## src/design/pid_pkg.sv

```systemverilog
// ----------------------------------------------------------------------------
// pid_pkg
// Shared types, register indexes and fixed-point helpers for the PID step.
// ----------------------------------------------------------------------------
package pid_pkg;

  localparam int unsigned DataW = 32;
  localparam int unsigned GainW = 24;
  localparam int unsigned ThrW  = 31;
  localparam int unsigned AddrW = 3;
  // wide enough for every difference, sum and shifted product before saturation
  localparam int unsigned WideW = 41;
  localparam int unsigned ProdW = 57;

  localparam logic [AddrW-1:0] RegPropGain  = 3'd0;
  localparam logic [AddrW-1:0] RegIntegGain = 3'd1;
  localparam logic [AddrW-1:0] RegDerivGain = 3'd2;
  localparam logic [AddrW-1:0] RegLawMode   = 3'd3;
  localparam logic [AddrW-1:0] RegUpperLim  = 3'd4;
  localparam logic [AddrW-1:0] RegLowerLim  = 3'd5;
  localparam logic [AddrW-1:0] RegSepThr    = 3'd6;

  localparam logic LawIncremental = 1'b0;
  localparam logic LawPositional  = 1'b1;

  localparam logic signed [GainW-1:0] PropGainRst  = 24'sd13107;
  localparam logic signed [GainW-1:0] IntegGainRst = 24'sd983;
  localparam logic signed [GainW-1:0] DerivGainRst = 24'sd13107;
  localparam logic signed [DataW-1:0] UpperLimRst  = 32'sd26214400;
  localparam logic signed [DataW-1:0] LowerLimRst  = -32'sd13107200;
  localparam logic        [ThrW-1:0]  SepThrRst    = 31'd13107200;

  typedef struct packed {
    logic signed [GainW-1:0] prop_gain;
    logic signed [GainW-1:0] integ_gain;
    logic signed [GainW-1:0] deriv_gain;
    logic                    law_mode;
    logic signed [DataW-1:0] upper_limit;
    logic signed [DataW-1:0] lower_limit;
    logic        [ThrW-1:0]  separation_threshold;
  } cfg_t;

  typedef struct packed {
    logic signed [DataW-1:0] output_value;
    logic signed [DataW-1:0] error_prev;
    logic signed [DataW-1:0] error_prev_prev;
    logic signed [DataW-1:0] integral_sum;
  } state_t;

  function automatic logic signed [WideW-1:0] sext_wide(input logic signed [DataW-1:0] v);
    return {{(WideW-DataW){v[DataW-1]}}, v};
  endfunction

  function automatic logic signed [DataW-1:0] sat32(input logic signed [WideW-1:0] v);
    logic signed [WideW-1:0] max_v;
    logic signed [WideW-1:0] min_v;
    max_v = {{(WideW-DataW+1){1'b0}}, {(DataW-1){1'b1}}};
    min_v = {{(WideW-DataW+1){1'b1}}, {(DataW-1){1'b0}}};
    if (v > max_v) begin
      return max_v[DataW-1:0];
    end else if (v < min_v) begin
      return min_v[DataW-1:0];
    end else begin
      return v[DataW-1:0];
    end
  endfunction

  // q8.16 gain times q16.16 value, round half up, back to q16.16
  function automatic logic signed [DataW-1:0] gain_mul(
    input logic signed [GainW-1:0] gain,
    input logic signed [DataW-1:0] val
  );
    logic signed [ProdW-1:0] prod;
    logic signed [ProdW-1:0] gain_x;
    logic signed [ProdW-1:0] val_x;
    gain_x = {{(ProdW-GainW){gain[GainW-1]}}, gain};
    val_x  = {{(ProdW-DataW){val[DataW-1]}}, val};
    prod   = gain_x * val_x + ProdW'(32768);
    return sat32($signed(prod[ProdW-1:16]));
  endfunction

endpackage

```

## src/design/pid_cfg_regs.sv

```systemverilog
// ----------------------------------------------------------------------------
// pid_cfg_regs
// Write-only configuration registers for the PID step.
// ----------------------------------------------------------------------------
module pid_cfg_regs (
  input  logic                  clk_i,
  input  logic                  rst_ni,
  input  logic                  cfg_we_i,
  input  logic [pid_pkg::AddrW-1:0] cfg_addr_i,
  input  logic [pid_pkg::DataW-1:0] cfg_wdata_i,
  output pid_pkg::cfg_t         cfg_o
);
  import pid_pkg::*;

  cfg_t cfg_q;
  cfg_t cfg_d;

  always_comb begin
    cfg_d = cfg_q;
    if (cfg_we_i) begin
      case (cfg_addr_i)
        RegPropGain:  cfg_d.prop_gain            = cfg_wdata_i[GainW-1:0];
        RegIntegGain: cfg_d.integ_gain           = cfg_wdata_i[GainW-1:0];
        RegDerivGain: cfg_d.deriv_gain           = cfg_wdata_i[GainW-1:0];
        RegLawMode:   cfg_d.law_mode             = cfg_wdata_i[0];
        RegUpperLim:  cfg_d.upper_limit          = cfg_wdata_i;
        RegLowerLim:  cfg_d.lower_limit          = cfg_wdata_i;
        RegSepThr:    cfg_d.separation_threshold = cfg_wdata_i[ThrW-1:0];
        default:      cfg_d = cfg_q;
      endcase
    end
  end

  always_ff @(posedge clk_i or negedge rst_ni) begin
    if (!rst_ni) begin
      cfg_q.prop_gain            <= PropGainRst;
      cfg_q.integ_gain           <= IntegGainRst;
      cfg_q.deriv_gain           <= DerivGainRst;
      cfg_q.law_mode             <= LawIncremental;
      cfg_q.upper_limit          <= UpperLimRst;
      cfg_q.lower_limit          <= LowerLimRst;
      cfg_q.separation_threshold <= SepThrRst;
    end else begin
      cfg_q <= cfg_d;
    end
  end

  assign cfg_o = cfg_q;

endmodule

```

## config.mk

```make
export PLATFORM = sky130hd
export DESIGN_NAME = pid_cfg_regs
export DESIGN_NICKNAME = d
export VERILOG_FILES = /design/src/design/pid_pkg.sv /design/src/design/pid_cfg_regs.sv
export SDC_FILE = /design/constraint.sdc
export NUM_CORES = 1
export LEC_CHECK = 0
export BUFFER_PORTS_ARGS = -buffer_cell sky130_fd_sc_hd__buf_2
export CAP_MARGIN = 20
export CORE_MARGIN = 2
export CORE_UTILIZATION = 55
export CTS_BUF_LIST = sky130_fd_sc_hd__clkbuf_16
export DETAILED_ROUTE_END_ITERATION = 10
export PLACE_DENSITY = 0.85
export SYNTH_ARGS = -nofsm -noshare
export SYNTH_HDL_FRONTEND = slang
export SYNTH_SLANG_ARGS = --single-unit
```

## constraint.sdc

```tcl
create_clock -name clk_i -period 1.69 [get_ports clk_i]
set_clock_uncertainty 0.2 [all_clocks]
set_input_delay 0.0845 -clock clk_i [delete_from_list [all_inputs] [get_ports clk_i]]
set_output_delay 0.0845 -clock clk_i [all_outputs]
set_load 0.01 [all_outputs]
```

==> metrics.md <==
| Metric | Value |
|---|---|
| H-tree depth | 4 |
| DP Wirelength | approximately 10 mm |
| Critical Path Sink Type | flop |
| Die X | approximately 110 µm |
| WS Path Type | input port to flop |
| Routed vias | approximately 4,000 |
| Die Height | 112 µm |
| Seq/Total Area, Yosys | between 60% and 70% |
| Row Count | 39 |
| Global-route wire length before repair | between 20 and 25 mm |
| Worst rel slew slack | 66.5% |
| Clock-pin transition on the worst setup and hold timing paths | 0.06 ns |
| Mapped Area | roughly 0.0065 mm² |
| Hold crit path type | input port to flop |
| Startpoint Class | input port |
| Max reg flops | 168 |
| Largest net degree at the start of global routing | roughly 50 |
| Post-layout minimum cycle time | 1.65 ns |
| Synth Register Bits | between 150 and 200 |
| Post-Syn Instances | roughly 360 |
| Initial antenna violation count | 0 |
| Yosys warns | 0 |
| Port bufs | approximately 200 |
| Number of global-route vias before repair | ~4,300 |
| GRT Util Overall | between 20% and 30% |
| Arr. time, crit path | ~1.7 ns |
| Worst-path maximum fanout | 24 |
| Final worst slack | 0.0382 ns |
| Grt ovf | 0 |
| Pre-CTS WS | 0.106 ns |
| DR vias/cell | just over 5 |
| Max cap viols | 0 |
| Slew of the pin with the lowest slew margin | approximately 0.5 ns |
| Fin util | about 76% |
| CTS Buf Count | 17 |
| Final hold vios | 0 |
| CTS tree | done |
| P per Cell Area | between 1000 and 1500 mW/mm² |
| VDD IR max | 1000 µV |
| Die area | around 0.013 mm² |
| Final #Nets | between 600 and 700 |
| Residual DRC | 0 |
| Drt wl/cell | 19.1 µm |
| First-pass iteration count of the detailed router | 6 |
| Area Overhead vs Synth | 35.0% |
| Unique masters post-synth | 12 |
| Layout cells sized above 1 | between 60% and 70% |
| Outcome | finished, final reports clean |
| Fmax achieved | about 610 MHz |
| LEAKAGE | 0.00416 µW |
| DRT iter0 DRCs | 138 |
| Max Slew Vio Count | 0 |
| RSZ-0062 raised after global routing | false |
| Clock tree root buffer cell | clkbuf_16 |
| Routability Congestion | about 0.74 |
| Skew-Pair Late Insertion Delay | ~0.42 ns |
| Drt total wl | between 10 and 15 mm |
| Final Setup Violations | 0 |
| TNS Setup | 0 ns |
| Initial Utilization | 56.4% |
| Avg Inst Size Synth | 17.9 µm² |
| I/O Pins | between 200 and 250 |
| Clock Path Buffers | 2 |
| Sink Count | roughly 170 |
| Syn_nets | between 300 and 400 |
| WP data required | roughly 1.8 ns |
| Routed Antenna Nets | 0 |
| Core Region | 0.0115 mm² |
| Tcrit/Tclk final | just under 100% |
==> per-stage QoR <==
stage	hold WS, ns	power [µW]	cells	area, µm²
floorplan	-0.411	6870	361	6460
global placement	-0.135	8120	710	7800
detailed placement	-0.130	8270	710	7800
CTS	0.136	11800	780	8700
global route	0.161	12300	781	8720
finish	0.150	11700	782	8730
==> path summary, 6_finish.rpt <==
check                                        from                     end  slack (ns)  depth (start not counted)
max                                 cfg_addr_i[2]  cfg_o[132]$_DFFE_PN0P_        0.04                          5
min                                 cfg_addr_i[1]  cfg_o[125]$_DFFE_PN0P_        0.15                          4
max reg2reg                cfg_o[132]$_DFFE_PN0P_  cfg_o[132]$_DFFE_PN0P_        0.68                          1
min reg2reg                cfg_o[140]$_DFFE_PN0P_  cfg_o[140]$_DFFE_PN0P_        0.28                          1
max in group asynchronous                  rst_ni   cfg_o[59]$_DFFE_PN1P_        0.13                          4
min in group asynchronous                  rst_ni   cfg_o[12]$_DFFE_PN0P_        0.52                          3
==> critical path: stages <==
cell and delay, ns:
dlygate4sd3_1 0.54, clkbuf_4 0.19, nor4bb_4 0.33, buf_12 0.24, mux2_1 0.36
==> cells by family after synthesis <==
group / count (synthesis) / share of synthesized area (%)
and+or+nand+nor: 7 / 1.28
muxes: 168 / 30.4
DFF: 168 / 65.8
buffers and inverters: 18 / 2.48
==> per-layer routing <==
metal | share of wire (%) | up-vias | GRT usage, %
li1 | - | 1824 | -
met1 | 43 | 2063 | 31.7
met2 | 50 | 142 | 39.5
met3 | 5.4 | 19 | 6.75
met4 | 2.0 | 0 | 9.59
met5 | 0 | - | 0
==> synth_stat cells, drive strengths merged <==
| cell type | n | area, µm² |
|---|---|---|
| mux2 | 168 | 1970 |
| dfrtp | 127 | 3180 |
| dfstp | 41 | 1080 |
| buf | 18 | 160 |
| nand4b | 3 | 26.3 |
| nor4bb | 2 | 20.0 |
| and4bb | 1 | 12.5 |
| nor4b | 1 | 23.8 |
==> layout by cell type (no fill, tap or decap), types with 8 or more instances in the layout <==
cell | Yosys | final
dfstp_2 | 41 | 41
mux2_1 | 25 | 25
clkbuf_16 | 0 | 17
dlygate4sd3_1 | 0 | 38
mux2_4 | 20 | 20
mux2_2 | 123 | 123
buf_4 | 0 | 8
dfrtp_1 | 127 | 127
buf_12 | 0 | 9
buf_2 | 8 | 203
==> power by group <==
part / switching [µW] / internal (µW)
Combinational: 1280 / 1420
Sequential: 481 / 5070
Clock: 1480 / 1970
==> layout make-up <==
type                            instances  area, µm²
Sequential cell                       168       4260
Fill cell                             702       2740
Multi-Input combinational cell        175       2080
Timing Repair Buffer                  263       1690
Clock buffer                           17        425
Tap cell                              143        179
Clock inverter                         15       96.3
Antenna cell                            1       2.50
==> repair_timing <==
action	4_1_cts	5_1_grt
hold endpoints to repair	308	0
setup buffers	0	1
hold buffers	38	0
setup endpoints to repair	0	31
resized for setup	0	4
No activity file was read; power rests on OpenSTA's default activity.
